`config.mk`:
```
export PLATFORM = sky130hd
export DESIGN_NAME = wakd_ctrl
export DESIGN_NICKNAME = d
export VERILOG_FILES = /design/src/hdl/window_at_most_k_distinct_count_macros.svh /design/src/hdl/wakd_pkg.sv /design/src/hdl/wakd_ctrl.sv
export SDC_FILE = /design/constraint.sdc
export NUM_CORES = 1
export LEC_CHECK = 0
export BUFFER_PORTS_ARGS = -buffer_cell sky130_fd_sc_hd__buf_2
export CAP_MARGIN = 10
export CORE_AREA = 2 2 39 41
export CTS_CLUSTER_DIAMETER = 120
export DETAILED_ROUTE_END_ITERATION = 12
export DIE_AREA = 0 0 41 43
export PLACE_DENSITY_LB_ADDON = 0.25
export SYNTH_ARGS = -nofsm -noshare
export SYNTH_HDL_FRONTEND = slang
export SYNTH_SLANG_ARGS = --single-unit
```
`constraint.sdc`:
```
create_clock -name clk -period 1.8 [get_ports clk]
set_input_delay 0.09 -clock clk [delete_from_list [all_inputs] [get_ports clk]]
set_output_delay 0.09 -clock clk [all_outputs]
set_load 0.01 [all_outputs]
```
`src/hdl/window_at_most_k_distinct_count_macros.svh`:
```
// ----------------------------------------------------------------------------
// window_at_most_k_distinct_count_macros
// assertion macros used by the block's datapath (wakd_dp)
// ----------------------------------------------------------------------------
`ifndef WINDOW_AT_MOST_K_DISTINCT_COUNT_MACROS_SVH
`define WINDOW_AT_MOST_K_DISTINCT_COUNT_MACROS_SVH

// property that holds at every edge out of reset
`define WAKD_ASSERT(lbl, prop, msg) \
  lbl: assert property (@(posedge clk) disable iff (!rst_n) (prop)) else $error(msg);

// same-cycle implication
`define WAKD_ASSERT_IMPL(lbl, ante, cons, msg) \
  lbl: assert property (@(posedge clk) disable iff (!rst_n) (ante) |-> (cons)) else $error(msg);

`endif

```
`src/hdl/wakd_pkg.sv`:
```
// ----------------------------------------------------------------------------
// wakd_pkg
// types, commands and defaults of the at-most-k-distinct window counter
// ----------------------------------------------------------------------------
`default_nettype none

package wakd_pkg;

  localparam int DEF_WINDOW_DEPTH   = 1024;
  localparam int DEF_DISTINCT_SLOTS = 16;
  localparam int DEF_VALUE_BITS     = 32;

  localparam int VALUE_W  = 32;
  localparam int TOTAL_W  = 48;
  localparam int WLEN_W   = 11;
  localparam int KMAX_W   = 5;
  localparam logic [KMAX_W-1:0] KMAX_RESET = 5'd1;

  typedef struct packed {
    logic [VALUE_W-1:0] value;
    logic               first;
  } in_t;

  typedef struct packed {
    logic [TOTAL_W-1:0] total;
    logic [WLEN_W-1:0]  window_len;
    logic               overflow;
  } out_t;

  typedef enum logic [3:0] {
    S_IDLE,
    S_CHK_FULL,
    S_FULL_DROP,
    S_MATCH,
    S_EVICT_DROP,
    S_APPEND,
    S_TRIM,
    S_TRIM_DROP,
    S_EMIT
  } state_t;

  typedef struct packed {
    logic accept;
    logic rd_oldest;
    logic drop;
    logic set_ovf;
    logic take_hit;
    logic alloc;
    logic append;
    logic add_total;
    logic load_out;
  } cmd_t;

  typedef struct packed {
    logic full;
    logic hit;
    logic dist_full;
    logic nonempty;
    logic over_k;
  } sts_t;

endpackage

`default_nettype wire

```
`src/hdl/wakd_ctrl.sv`:
```
// ----------------------------------------------------------------------------
// wakd_ctrl
// sequencer: store-full (overflow) drop, slot match, eviction drop, append, trim, emit
// ----------------------------------------------------------------------------
`default_nettype none

module wakd_ctrl (
  input  wire              clk,
  input  wire              rst_n,
  input  wire              in_valid,
  output logic             in_ready,
  output logic             out_valid,
  input  wire              out_ready,
  input  wakd_pkg::sts_t   sts,
  output wakd_pkg::cmd_t   cmd
);
  import wakd_pkg::*;

  state_t state_r, state_nxt;
  logic   out_valid_r, out_valid_nxt;
  logic   out_free;

  assign out_free  = !out_valid_r || out_ready;
  assign out_valid = out_valid_r;

  always_ff @(posedge clk) begin
    if (!rst_n) begin
      state_r     <= S_IDLE;
      out_valid_r <= 1'b0;
    end else begin
      state_r     <= state_nxt;
      out_valid_r <= out_valid_nxt;
    end
  end

  always_comb begin
    state_nxt = state_r;
    unique case (state_r)
      S_IDLE:       if (in_valid) state_nxt = S_CHK_FULL;
      S_CHK_FULL:   state_nxt = sts.full ? S_FULL_DROP : S_MATCH;
      S_FULL_DROP:  state_nxt = S_MATCH;
      S_MATCH: begin
        if (sts.hit) state_nxt = S_APPEND;
        else if (sts.dist_full && sts.nonempty) state_nxt = S_EVICT_DROP;
        else state_nxt = S_APPEND;
      end
      S_EVICT_DROP: state_nxt = S_MATCH;
      S_APPEND:     state_nxt = S_TRIM;
      S_TRIM:       state_nxt = (sts.over_k && sts.nonempty) ? S_TRIM_DROP : S_EMIT;
      S_TRIM_DROP:  state_nxt = S_TRIM;
      S_EMIT:       if (out_free) state_nxt = S_IDLE;
      default:      state_nxt = S_IDLE;
    endcase
  end

  always_comb begin
    cmd      = '0;
    in_ready = 1'b0;
    unique case (state_r)
      S_IDLE: begin
        in_ready   = 1'b1;
        cmd.accept = in_valid;
      end
      S_CHK_FULL:   cmd.rd_oldest = sts.full;
      S_FULL_DROP: begin
        cmd.drop    = 1'b1;
        cmd.set_ovf = 1'b1;
      end
      S_MATCH: begin
        if (sts.hit) cmd.take_hit = 1'b1;
        else if (sts.dist_full && sts.nonempty) cmd.rd_oldest = 1'b1;
        else cmd.alloc = 1'b1;
      end
      S_EVICT_DROP: cmd.drop = 1'b1;
      S_APPEND:     cmd.append = 1'b1;
      S_TRIM: begin
        if (sts.over_k && sts.nonempty) cmd.rd_oldest = 1'b1;
        else cmd.add_total = 1'b1;
      end
      S_TRIM_DROP:  cmd.drop = 1'b1;
      S_EMIT:       cmd.load_out = out_free;
      default: ;
    endcase
  end

  always_comb begin
    if (cmd.load_out) out_valid_nxt = 1'b1;
    else if (out_ready) out_valid_nxt = 1'b0;
    else out_valid_nxt = out_valid_r;
  end

endmodule

`default_nettype wire

```
==> impl_metrics.ini <==
[sta]
fin_crit_ps = 1680
rsz0062_at_grt = false
worst_hold_slack_ps = 112
maxSlewViolCount = 0
setup_tns_ps = 0
hold_viol_final = 0
worstMarginPinSlew_ps = 407
max_slew_margin_pct = 72.8
finalSetupViolations = 0
skew_ps = 0.182
finalCritPeriodShare_pct = 93.2
fmax_mhz = 596

[cts]
clock_path_buffers = 2
cts-root-buf = clkbuf_4
htree_levels = 1
numCtsBuffers = 3
clock_latency_ps = 240
tritoncts = done
postCtsSetupBuffers = 0
cts_hold_buf = 0
numClockSinks = 5
clk_pin_slew_ps = 40
cts_resized = 0

[pwr]
intPower_mw = 0.273
combPwrFrac_pct = 34.2
ir_worst_vdd_uv = 475
leakage_nw = 0.246
p_sw_share_pct = 32.5
sequentialPowerShare_pct = 34.3
cellPowerDensity_nw_per_um2 = 761
p_sw_mw = 0.131
clkPwrFrac_pct = 31.5

[worst_setup_path]
start_kind = flip-flop
reg2reg_depth = 3
criticalPathCategory = reg2out
critPathMaxFanout = 11
path_depth = 4
end_kind = primary output
crit_chain = nand2b_1, or4b_1, o221ai_1, buf_2
path_delay_family = simple AND/OR/NAND/NOR gates
rrSetupSlack_ps = 450
cp.buffers_inverters = 1
cp_slowest_cell = or4b_1
worstPathRequired_ps = 1710
cp.arrival_ps = 1590
cpPeakStageDelay_ps = 500

[global_routing]
grt_max_degree = 13
grt_overflow = 0
grt_pass1_wl_mm = 1.48
grt_pass1_vias = 381
antenna_found_initial = 0
grt_use_total_pct = 12.5

[routing]
drc = 0
wl_um = 930
routed-via-count = 425
via_per_inst = 4.94
wl_per_cell_um = 10.8
first_pass_iters = 2
drtAntennaViolNets = 0
drt_iter0_markers = 1

[logic_synthesis]
synth_top_cell_by_area = dfxtp_1
ys_ff_latch = 5
syn_nets = 60
synth_edf_count = 0
syn_area_um2 = 410
ys_top_cells_by_area = dfxtp_1 24%, nand2b_1 4.6%, nor2b_1 4.6%
async_flop_share_pct = 0
postSynthCellCount = 51
ys_warn_count = 0
synth_top_flop_cell = dfxtp_1
yosysSeqAreaShare_pct = 24.4
yosysUniqueCellTypes = 33
yosysTopAreaCellShare_pct = 24.4
syn_area_per_cell_um2 = 8.05

[placement]
portBuffers = 19
gp_congestion = 0.766
hpwl_um = 719

[floorplanning]
fp-row-count = 14
initial_core_util_pct = 29.7
io-pin-count = 20
die_h_um = 43
die_w_um = 41
die-area_um2 = 1760
core_um2 = 1380

[final_layout]
drive_above_1_share_pct = 41.4
synthToLayoutAreaGrowth_pct = 29.3
antenna-diode-count = 0
fin_nets = 80
nFillCells = 155

[status]
status = complete, no violations

[worst_hold_path]
holdCritPathClass = in2reg
hold_path_depth = 2

[run]
maxCapViolCount = 0
[cells by family after synthesis]
family	after synthesis	synth area share [%]
and+or+nand+nor	27	42.7
xor gates and xnor gates	1	2.13
muxes	1	2.44
buffers and inverters	6	7.93
DFF	5	24.4
AOI/OAI and AO/OA	11	20.4
[stage by stage]
stage | area [um2] | setup WS (ps) | std cells | util [%] | total power [mW]
final | 531 | 122 | 86 | 38.3 | 0.404
after global routing | 531 | 50.3 | 86 | 38.3 | 0.438
after CTS | 531 | 105 | 86 | 38.3 | 0.412
after detailed placement | 504 | 370 | 82 | 36.4 | 0.278
after global placement | 504 | 397 | 82 | 36.4 | 0.277
after floorplan | 410 | 493 | 51 | - | 0.235
[metal layers]
layer	global-route usage (%)	vias to the layer above	part of all wire [%]
li1	-	225	-
met3	6.28	2	4.2
met5	0	-	0
met2	18.1	6	49
met4	4.00	0	0.65
met1	15.5	192	46
[power by group through the flow]
stage                     combinational, mW  clock, mW  sequential [mW]
after floorplan                       0.110          0            0.125
after global placement                0.138          0            0.139
after detailed placement              0.139          0            0.139
after CTS                             0.139      0.135            0.138
after global routing                  0.155      0.143            0.140
final                                 0.138      0.127            0.139
[sequential cells by signal, summed over array words and instances, names as in the netlist]
signal,flops
out_valid,1
state_r,4
[placed cells by master, fill, tap and decap left out]
cell	n
inv_1	1
clkbuf_1	1
o21ai_0	1
a311oi_2	1
and3_2	1
buf_2	19
or4_1	1
and4bb_1	1
nor3b_1	1
nand2_2	1
or4b_1	1
nor4_1	2
o21ai_1	1
nor2_1	2
o221ai_1	1
a21bo_2	1
nor3_2	1
a211oi_1	1
clkbuf_4	3
nor2b_4	1
buf_4	1
mux2i_1	1
and2_1	2
nand3_1	2
xnor2_1	1
nand2_1	4
nand2b_1	3
a21boi_1	1
dfxtp_1	5
a311o_1	1
nor2b_1	3
a21oi_1	3
nor3_1	1
[synth_stat cells, types with 2 or more instances]
| master | n |
|---|---|
| a21oi_1 | 3 |
| and2_1 | 2 |
| buf_2 | 2 |
| dfxtp_1 | 5 |
| nand2_1 | 4 |
| nand2b_1 | 3 |
| nand3_1 | 2 |
| nor2_1 | 2 |
| nor2b_1 | 3 |
| nor4_1 | 2 |
[area by class of cell]
| class | count | area [um2] | share of cell area [%] |
|---|---|---|---|
| multi-input combinational | 40 | 278 | 52.4 |
| timing repair buffer | 20 | 103 | 19.3 |
| sequential | 5 | 100 | 18.9 |
| clock buffer | 4 | 26.3 | 4.95 |
| tap | 16 | 20.0 | 3.77 |
| inverter | 1 | 3.75 | 0.708 |
[final timing paths]
path	endpoint	from
max	cmd[7]	state_r[2]$_SDFFE_PN0P_
min	out_valid$_SDFFE_PN0P_	rst_n
max reg2reg	state_r[0]$_SDFFE_PN0P_	state_r[2]$_SDFFE_PN0P_
min reg2reg	state_r[3]$_SDFFE_PN0P_	out_valid$_SDFFE_PN0P_
No activity file was read; power rests on OpenSTA's default activity.
